### config.mk
export PLATFORM = sky130hd
export DESIGN_NAME = pte_emit
export DESIGN_NICKNAME = d
export VERILOG_FILES = /design/src/rtl/piece_table_edit_engine_macros.svh /design/src/rtl/pte_pkg.sv /design/src/rtl/pte_emit.sv
export SDC_FILE = /design/constraint.sdc
export NUM_CORES = 1
export LEC_CHECK = 0
export BUFFER_PORTS_ARGS = -buffer_cell sky130_fd_sc_hd__buf_2
export CORE_MARGIN = 3
export CORE_UTILIZATION = 52
export DETAILED_ROUTE_END_ITERATION = 7
export PLACE_DENSITY_LB_ADDON = 0.1
export SETUP_SLACK_MARGIN = 0.15
export SYNTH_ARGS = -nofsm -noshare
export SYNTH_HDL_FRONTEND = slang
export SYNTH_SLANG_ARGS = --single-unit
### constraint.sdc
create_clock -name vclk -period 25.8
set_input_delay 5.16 -clock vclk [all_inputs]
set_output_delay 5.16 -clock vclk [all_outputs]
set_load 0.01 [all_outputs]
### src/rtl/piece_table_edit_engine_macros.svh
// Assertion helpers for the piece table edit engine.
// Each macro expects the enclosing module to have aclk and aresetn.
`ifndef PIECE_TABLE_EDIT_ENGINE_MACROS_SVH
`define PIECE_TABLE_EDIT_ENGINE_MACROS_SVH

// Consequent must hold in the same cycle as the antecedent.
`define PTE_ASSERT_NOW(lbl, ante, cons, msg) \
    lbl: assert property (@(posedge aclk) disable iff (!aresetn) (ante) |-> (cons)) \
        else $error(msg);

// Consequent must hold in the cycle after the antecedent.
`define PTE_ASSERT_NEXT(lbl, ante, cons, msg) \
    lbl: assert property (@(posedge aclk) disable iff (!aresetn) (ante) |=> (cons)) \
        else $error(msg);

`endif

### src/rtl/pte_pkg.sv
`timescale 1ns / 1ps
`default_nettype none
package pte_pkg;

    localparam int unsigned MAX_PIECES_DEF   = 64;
    localparam int unsigned ADD_CAPACITY_DEF = 1048576;
    localparam logic [24:0] DOC_LIMIT        = 25'h1000000;

    localparam logic [1:0] REQ_INSERT  = 2'd0;
    localparam logic [1:0] REQ_DELETE  = 2'd1;
    localparam logic [1:0] REQ_RESTART = 2'd2;
    localparam logic [1:0] REQ_READ    = 2'd3;

    localparam logic [1:0] STAT_DONE  = 2'd0;
    localparam logic [1:0] STAT_NOOP  = 2'd1;
    localparam logic [1:0] STAT_RANGE = 2'd2;
    localparam logic [1:0] STAT_FULL  = 2'd3;

    typedef struct packed {
        logic        from_add;
        logic [23:0] start;
        logic [24:0] length;
    } piece_t;

    // One piece produced by the edit unit for the current sub-step.
    typedef struct packed {
        logic   valid;
        logic   last;
        logic   hit;
        logic   split;
        piece_t piece;
    } emit_t;

endpackage
`default_nettype wire

### src/rtl/pte_emit.sv
`timescale 1ns / 1ps
`default_nettype none
// Edit unit: for one old piece and one sub-step, give the piece to append.
module pte_emit (
    input  wire logic              is_insert,
    input  wire logic [1:0]        sub,
    input  wire logic [24:0]       cov,
    input  wire pte_pkg::piece_t   pc,
    input  wire logic [24:0]       pos,
    input  wire logic [24:0]       endp,
    input  wire logic [20:0]       ilen,
    input  wire logic [23:0]       add_start,
    input  wire logic              inserted,
    output pte_pkg::emit_t         em
);

    logic [25:0]     cov_w, end_w, pos_w, endp_w, lcut, rbase;
    logic [24:0]     off;
    logic            hit, keep_l, keep_r;
    pte_pkg::piece_t newp, lpiece, rpiece, ileft, iright;

    always_comb begin
        cov_w  = {1'b0, cov};
        end_w  = cov_w + {1'b0, pc.length};
        pos_w  = {1'b0, pos};
        endp_w = {1'b0, endp};
        off    = pos - cov;
        newp   = '{from_add: 1'b1, start: add_start, length: 25'(ilen)};
        hit    = !inserted && (pos_w < end_w);
        keep_l = cov_w < pos_w;
        keep_r = end_w > endp_w;
        lcut   = (end_w < pos_w) ? end_w : pos_w;
        rbase  = (cov_w > endp_w) ? cov_w : endp_w;
        lpiece = '{from_add: pc.from_add, start: pc.start, length: 25'(lcut - cov_w)};
        rpiece = '{from_add: pc.from_add, start: pc.start + 24'(rbase - cov_w),
                   length: 25'(end_w - rbase)};
        ileft  = '{from_add: pc.from_add, start: pc.start, length: off};
        iright = '{from_add: pc.from_add, start: pc.start + 24'(off),
                   length: pc.length - off};
        em = '0;
        if (is_insert) begin
            if (!hit) begin
                em.valid = 1'b1;
                em.last  = 1'b1;
                em.piece = pc;
            end else if (off == '0) begin
                case (sub)
                    2'd0: begin
                        em.valid = 1'b1;
                        em.piece = newp;
                    end
                    default: begin
                        em.valid = 1'b1;
                        em.last  = 1'b1;
                        em.hit   = 1'b1;
                        em.piece = pc;
                    end
                endcase
            end else begin
                case (sub)
                    2'd0: begin
                        em.valid = 1'b1;
                        em.piece = ileft;
                    end
                    2'd1: begin
                        em.valid = 1'b1;
                        em.piece = newp;
                    end
                    default: begin
                        em.valid = 1'b1;
                        em.last  = 1'b1;
                        em.hit   = 1'b1;
                        em.split = 1'b1;
                        em.piece = iright;
                    end
                endcase
            end
        end else begin
            case (sub)
                2'd0: begin
                    if (keep_l) begin
                        em.valid = 1'b1;
                        em.piece = lpiece;
                        em.last  = !keep_r;
                        em.split = keep_r;
                    end else if (keep_r) begin
                        em.valid = 1'b1;
                        em.piece = rpiece;
                        em.last  = 1'b1;
                    end else begin
                        em.last = 1'b1;
                    end
                end
                default: begin
                    em.valid = 1'b1;
                    em.last  = 1'b1;
                    em.piece = rpiece;
                end
            endcase
        end
    end

endmodule
`default_nettype wire

==> flow_metrics.py <==
metrics = {
    "clock_network": {
        "ctsResizeCount": 0,
        "postCtsHoldBufs": 0,
        "post_cts_buffers": 0,
    },
    "layout": {
        "clkbuf_count": 0,
        "synthToLayoutAreaGrowth_pct": 10.4,
        "num-fill-cells": 2783,
        "regArea_sq_um": 0,
        "nNetsFinal": 2740,
        "fin_area_sq_um": 16300,
        "seq_cell_count": 0,
        "final_util": 0.584,
        "drive_gt1_frac": 0.149,
    },
    "synthesis": {
        "netlist_instances": 2109,
        "synthTopCellsByArea": "ha_1 (21%), a21oi_1 (6.1%), o21ai_0 (5.7%)",
        "yosysMostFrequentCell": "ha_1",
        "synth_top_cell_by_area": "ha_1",
        "synthTopCellsByCount": "ha_1 (244), inv_1 (197), a21oi_1 (179)",
        "synth_nets": 2556,
        "avgSynthCellArea_sq_um": 6.99,
        "synth_top_area_share": 0.207,
        "seq_area_frac_synth": 0,
        "synthesis.area_sq_um": 14700,
        "ys_warn_count": 0,
        "ys_types": 105,
    },
    "worst_setup_path": {
        "cp_slowest_cell": "a2111oi_0",
        "crit_type": "input pin to primary output",
        "cp.required_ns": 20.64,
        "critical_path_arrival_ns": 15.12,
        "critPathTopFamily": "compound AO/OA/AOI/OAI gates",
        "max_stage_delay_ns": 0.59,
        "cpMostUsedCell": "o21ai_0",
        "cp-end-kind": "primary output",
        "cp_max_fo": 35,
        "start_kind": "input pin",
        "cp_num_buf_inv": 4,
    },
    "floorplan": {
        "core_area_sq_um": 27900,
        "die_area_sq_um": 30400,
        "initial_utilization": 0.529,
        "pin_count": 228,
        "die_width_microns": 174,
        "die_h_microns": 174,
        "num_rows": 61,
    },
    "sta": {
        "tightestPinTransition_ns": 1.15,
        "relSlewSlack": 0.211,
        "hold_ws_ns": 10.62,
        "fin_setup_tns_ns": 0,
        "timing.fmax_ghz": 0.0493,
        "hold_viol_final": 0,
        "min_period_ns": 20.28,
        "drv_slew": 0,
        "fin_crit_sh": 0.786,
        "grt_setup_unrepaired": "false",
        "setup_viol": 0,
    },
    "grt": {
        "grt_pass1_wl_microns": 97000,
        "grt_pass1_vias": 16600,
        "antenna_found_initial": 1,
        "grt-ovfl-total": 0,
        "grt_max_degree": 51,
        "grt_usage": 0.408,
    },
    "route": {
        "ant_nets": 0,
        "first_pass_iters": 8,
        "routedWlPerCell_microns": 24.6,
        "vias": 18000,
        "drt-initial-drc-count": 2246,
        "vias_per_cell": 6.73,
        "routed_wl_microns": 65600,
        "drc_errors": 0,
    },
    "placed_design": {
        "place.detailed.hpwl_microns": 54400,
        "post_dp_cell_area_sq_um": 16300,
        "io_buffers": 228,
        "gp_congestion": 1.01,
    },
    "worst_hold_path": {
        "hold_path_class": "input pin to primary output",
    },
    "run": {
        "timing.max_cap.violations": 0,
    },
    "status": {
        "status": "completed",
    },
}
## layout make-up
cell class	count	area, sq um	area share
diodes	4	10.0	0.000615
multi-input cells	1838	13700	0.842
repair buffers	254	1340	0.0821
well taps	378	473	0.0291
inverters	199	747	0.0459
## path summary, 6_finish.rpt
path | startpoint | to | slack, ns | depth (start not counted)
max | cov[0] | em[18] | 5.52 | 33
min | pc[49] | em[49] | 10.62 | 4
## cell families (layout without fill, tap and decap cells)
group / count (synthesis) / after routing / share of synthesized area
buffers and inverters: 271 / 453 / 0.0721
XOR/XNOR: 136 / 136 / 0.0835
adder cells (fa/ha/maj): 273 / 273 / 0.246
AO/OA/AOI/OAI: 820 / 820 / 0.376
AND/OR/NAND/NOR: 565 / 565 / 0.189
other: 0 / 4 / 0
multiplexers: 44 / 44 / 0.0328
## routing by layer
layer	GRT usage	vias up	wire (microns)
li1	-	8285	-
met1	0.583	8399	27500
met2	0.634	1151	27600
met3	0.0555	149	8050
met4	0.130	2	2510
met5	0	-	13
## placed cells by master, fill, tap and decap left out, types with 9 or more instances in the layout
cell type    n
a2111oi_0    9
a211o_1     15
a211oi_1    29
a21o_1      94
a21oi_1    179
a221oi_1    23
a22oi_1     22
a31oi_1     33
and3_1      13
buf_2      228
buf_4       26
fa_1        29
ha_1       244
inv_1      197
mux2_2      15
mux2i_1     27
nand2_1    169
nand2b_1    15
nand3_1     60
nand4_1     28
nor2_1     134
nor2b_1     27
nor3_1      32
o211ai_1    24
o21a_1      42
o21ai_0    168
o21bai_1    21
o221ai_1     9
o22ai_1     17
o31ai_1     12
or2_2       17
or3_1       17
xnor2_1     91
xor2_1      42
## worst min-delay path: cells and delay by family
kind	cells	cell delay (ns)
buffers and inverters	2	0.20
AO/OA/AOI/OAI	1	0.06
AND/OR/NAND/NOR	1	0.04
## stage by stage
step	setup slack (ns)	instances
after floorplan	8.00	2109
after global placement	5.97	2669
after detailed placement	5.72	2669
after CTS	5.68	2669
after global routing	5.02	2669
final	5.52	2673
