[src/rtl/piece_table_edit_engine_macros.svh]
// Assertion helpers for the piece table edit engine.
// Each macro expects the enclosing module to have aclk and aresetn.
`ifndef PIECE_TABLE_EDIT_ENGINE_MACROS_SVH
`define PIECE_TABLE_EDIT_ENGINE_MACROS_SVH

// Consequent must hold in the same cycle as the antecedent.
`define PTE_ASSERT_NOW(lbl, ante, cons, msg) \
    lbl: assert property (@(posedge aclk) disable iff (!aresetn) (ante) |-> (cons)) \
        else $error(msg);

// Consequent must hold in the cycle after the antecedent.
`define PTE_ASSERT_NEXT(lbl, ante, cons, msg) \
    lbl: assert property (@(posedge aclk) disable iff (!aresetn) (ante) |=> (cons)) \
        else $error(msg);

`endif

[src/rtl/pte_pkg.sv]
`timescale 1ns / 1ps
`default_nettype none
package pte_pkg;

    localparam int unsigned MAX_PIECES_DEF   = 64;
    localparam int unsigned ADD_CAPACITY_DEF = 1048576;
    localparam logic [24:0] DOC_LIMIT        = 25'h1000000;

    localparam logic [1:0] REQ_INSERT  = 2'd0;
    localparam logic [1:0] REQ_DELETE  = 2'd1;
    localparam logic [1:0] REQ_RESTART = 2'd2;
    localparam logic [1:0] REQ_READ    = 2'd3;

    localparam logic [1:0] STAT_DONE  = 2'd0;
    localparam logic [1:0] STAT_NOOP  = 2'd1;
    localparam logic [1:0] STAT_RANGE = 2'd2;
    localparam logic [1:0] STAT_FULL  = 2'd3;

    typedef struct packed {
        logic        from_add;
        logic [23:0] start;
        logic [24:0] length;
    } piece_t;

    // One piece produced by the edit unit for the current sub-step.
    typedef struct packed {
        logic   valid;
        logic   last;
        logic   hit;
        logic   split;
        piece_t piece;
    } emit_t;

endpackage
`default_nettype wire

[src/rtl/pte_merge.sv]
`timescale 1ns / 1ps
`default_nettype none
// Merge stage: hold one pending piece, join continuing pieces, write the rest.
module pte_merge #(
    parameter int unsigned MAX_PIECES = pte_pkg::MAX_PIECES_DEF,
    localparam int unsigned CNT_W = $clog2(MAX_PIECES + 1)
) (
    input  wire logic             aclk,
    input  wire logic             aresetn,
    input  wire logic             clear,
    input  wire logic             in_valid,
    input  wire pte_pkg::piece_t  in_piece,
    input  wire logic             flush,
    output logic                  wr_en,
    output pte_pkg::piece_t       wr_piece,
    output logic [CNT_W-1:0]      count
);

    pte_pkg::piece_t  pend_reg, pend_next;
    logic             pend_valid_reg, pend_valid_next;
    logic [CNT_W-1:0] count_reg, count_next;
    logic             joinable;

    always_comb begin
        joinable = pend_valid_reg && (pend_reg.from_add == in_piece.from_add) &&
                   ((26'(pend_reg.start) + 26'(pend_reg.length)) == 26'(in_piece.start));
        pend_next       = pend_reg;
        pend_valid_next = pend_valid_reg;
        count_next      = count_reg;
        wr_en           = 1'b0;
        wr_piece        = pend_reg;
        if (clear) begin
            pend_valid_next = 1'b0;
            count_next      = '0;
        end else if (in_valid) begin
            if (joinable) begin
                pend_next.length = pend_reg.length + in_piece.length;
            end else begin
                if (pend_valid_reg) begin
                    wr_en      = 1'b1;
                    count_next = count_reg + CNT_W'(1);
                end
                pend_next       = in_piece;
                pend_valid_next = 1'b1;
            end
        end else if (flush && pend_valid_reg) begin
            wr_en           = 1'b1;
            count_next      = count_reg + CNT_W'(1);
            pend_valid_next = 1'b0;
        end
    end

    always_ff @(posedge aclk) begin
        if (!aresetn) begin
            pend_valid_reg <= 1'b0;
            count_reg      <= '0;
        end else begin
            pend_valid_reg <= pend_valid_next;
            count_reg      <= count_next;
        end
        pend_reg <= pend_next;
    end

    assign count = count_reg;

endmodule
`default_nettype wire

[config.mk]
export PLATFORM = sky130hd
export DESIGN_NAME = pte_merge
export DESIGN_NICKNAME = d
export VERILOG_FILES = /design/src/rtl/piece_table_edit_engine_macros.svh /design/src/rtl/pte_pkg.sv /design/src/rtl/pte_merge.sv
export SDC_FILE = /design/constraint.sdc
export NUM_CORES = 1
export LEC_CHECK = 0
export BUFFER_PORTS_ARGS = -buffer_cell sky130_fd_sc_hd__buf_2
export CAP_MARGIN = 20
export CORE_MARGIN = 2
export CORE_UTILIZATION = 49
export CTS_CLUSTER_DIAMETER = 120
export CTS_CLUSTER_SIZE = 8
export DETAILED_ROUTE_END_ITERATION = 8
export MAX_ROUTING_LAYER = met4
export PLACE_DENSITY_LB_ADDON = 0.05
export SLEW_MARGIN = 15
export SYNTH_ARGS = -nofsm -noshare
export SYNTH_HDL_FRONTEND = slang
export SYNTH_SLANG_ARGS = --single-unit
[constraint.sdc]
create_clock -name aclk -period 5.8 [get_ports aclk]
set_input_delay 0.29 -clock aclk [delete_from_list [all_inputs] [get_ports aclk]]
set_output_delay 0.29 -clock aclk [all_outputs]
set_load 0.1 [all_outputs]
==> flow_metrics.py <==
metrics = {
    "run_status": {
        "status": "finished clean",
    },
    "power_and_ir_drop": {
        "sequentialPowerShare_pct": 32.4,
        "netSwitchingFraction_pct": 42.3,
        "power.leakage_nw": 2.59,
        "power_density_mw_per_mm2": 251,
        "clockPowerShare_pct": 23.2,
        "power.switching_mw": 0.654,
        "ir_drop_mv": 0.126,
        "p_int_mw": 0.892,
        "combPwrFrac_pct": 44.3,
        "power.total_mw": 1.55,
    },
    "logic_synthesis": {
        "yosys.area.top_type": "edfxtp_1",
        "yosysTopAreaCellShare_pct": 28.4,
        "synth_fp_nets": 669,
        "async_flop_share_pct": 0,
        "synth.distinct_cells": 63,
        "syn_inst": 563,
        "ys_top_cells_by_count": "edfxtp_1, ha_1, a21oi_1",
        "syn_avg_cell_area_um2": 9.38,
        "synthTopCellsByArea": "edfxtp_1, ha_1, xnor2_1, mux2_2, a21oi_1",
        "synth_ff_type": "edfxtp_1",
        "yosysMostFrequentCell": "edfxtp_1",
        "synth_area_mm2": 0.00528,
        "synth_edf_count": 50,
        "ys_seq_area_share_pct": 31.5,
        "ys_seq_elements": 58,
        "yosysWarningCount": 0,
    },
    "worst_setup_path": {
        "cp_max_fo": 15,
        "cp-end-kind": "output pin",
        "cp.required_ns": 5.51,
        "cpPeakStageDelay_ns": 0.57,
        "cpMaxStageDelayCell": "a2111oi_1",
        "arrival_ns": 4.36,
        "crit_path_start_kind": "register",
        "r2r_cells": 12,
        "worstSetupPathType": "reg2out",
        "crit_chain": "ha_1, fa_1, a211oi_1, o21ai_0, a211o_1, a2111oi_1, nor2_1, o311a_1, nor4_2, buf_4, nor3_2, buf_2",
        "r2r_setup_slack_ns": 1.20,
    },
    "placement": {
        "gp_congestion": 0.913,
        "portBuffers": 112,
        "dp.cells": 801,
        "placed_cell_area_mm2": 0.00598,
        "dpl.hpwl_um": 11300,
        "place_ws_ns": 1.17,
    },
    "clock_network": {
        "cts_tree": "built",
        "cts_max_level": 3,
        "cts.clk_slew.worst_paths_ns": 0.07,
        "clock_latency_ns": 0.36,
        "numCtsBuffers": 9,
        "cts-root-buf": "clkbuf_8",
        "cts.sinks": 58,
        "cts_hold_buf": 0,
        "cts_buffer_depth": 2,
        "cts_setup_buffers": 0,
        "cts_resized": 0,
    },
    "sta": {
        "rsz0062_at_grt": "no",
        "min_period_ns": 4.65,
        "skew_ns": 0.00886,
        "finalSetupViolations": 0,
        "period_share_pct": 80.2,
        "slew_viol_final": 0,
        "fin_setup_tns_ns": 0,
        "fmax_ghz": 0.215,
        "worst_slew_pin_slew_ns": 0.923,
        "hold_viol": 0,
        "setup_ws_ns": 1.15,
        "holdWs_ns": 0.135,
        "max_slew_margin_pct": 36.9,
    },
    "global_route": {
        "track_usage_pct": 25.6,
        "grt_pass1_vias": 4668,
        "antenna_found_initial": 0,
        "overflow": 0,
        "grt_first_pass_wirelength_um": 22600,
        "grt_max_degree": 26,
    },
    "die": {
        "dieArea_mm2": 0.0116,
        "fp-row-count": 37,
        "io_pins": 113,
        "initial_utilization_pct": 50.7,
        "chipWidth_um": 108,
        "coreArea_mm2": 0.0104,
        "die_h_um": 108,
    },
    "layout": {
        "area_delta_synth_final_pct": 16.7,
        "drive_above_1_share_pct": 24.7,
        "n_antenna_cell": 0,
        "final_util_pct": 59.2,
        "stdcell_count": 817,
        "largest_reg_flops": 50,
        "nFillCells": 984,
        "fin_nets": 782,
        "design_area_mm2": 0.00616,
    },
    "route": {
        "drt-wirelength-per-cell_um": 17.3,
        "final_antenna_net_count": 0,
        "totalWireLength_um": 14100,
        "viasPerCell": 5.96,
        "first_pass_iters": 4,
        "first_iter_violations": 271,
        "num_vias": 4871,
        "drcViolationCount": 0,
    },
    "min_path": {
        "whs_path_depth": 1,
        "hold_path.class": "in2reg",
    },
    "run": {
        "max_cap_violations": 0,
    },
}
## power by group through the flow
| stage | registers, mW | logic, mW | clock network [mW] |
|---|---|---|---|
| 3_3_place_gp | 0.509 | 0.671 | 0 |
| 6_report | 0.502 | 0.685 | 0.359 |
| 5_1_grt | 0.504 | 0.743 | 0.381 |
| 3_5_place_dp | 0.511 | 0.677 | 0 |
| 4_1_cts | 0.502 | 0.681 | 0.365 |
| 2_1_floorplan | 0.675 | 0.365 | 0 |
## path summary, 6_finish.rpt
check / start / to
max: wr_piece[0] / wr_en
min: in_piece[32] / wr_piece[32]
max reg2reg: wr_piece[0] / wr_piece[41]
min reg2reg: count[6] / count[6]
## worst max-delay path, delay by kind of cell, from the launching register on
kind            cells  cell delay, ns
simple gates        3            0.38
compound gates      5            2.00
flops               1            0.43
fa+ha+maj           2            0.65
buf+inv             2            0.52
## per-layer routing
metal,global-route usage (%),vias up,wire length (um)
met2,39.3,152,6450
met1,34.7,2283,6650
met4,9.89,0,292
met3,3.15,25,741
li1,-,2411,-
met5,-,-,0
## area by class of cell
cell class	instances	area, um2	share of cell area (%)
multi-input combinational	477	3500	56.8
tap	136	170	2.76
inverter	13	48.8	0.792
sequential	58	1660	27.0
clock inverter	2	10.0	0.162
clock buffer	14	173	2.80
timing repair buffer	117	598	9.70
## cell usage in the layout, fill, tap and decap left out, drive strengths merged, types with 12 or more instances in the layout
master,netlist,final
mux2,23,23
nor2,28,28
nand4,12,12
a21o,18,18
a21oi,47,47
and3,13,13
o21ai,42,42
xor2,14,14
clkbuf,8,14
nand2,38,38
ha,49,49
edfxtp,50,50
buf,7,117
inv,13,13
xnor2,37,37
## logic make-up (layout without fill, tap and decap cells)
kind of cell               count (synthesis)  after routing  share of synthesized area (%)
muxes                                     26             26                           5.47
and+or+nand+nor                          167            167                           17.2
adders and majority gates                 51             51                           12.4
DFF                                       58             58                           31.5
AOI/OAI and AO/OA                        182            182                           22.7
xor gates and xnor gates                  51             51                           8.46
buffers and inverters                     28            146                           2.39
(Power assumes the default switching activity.)
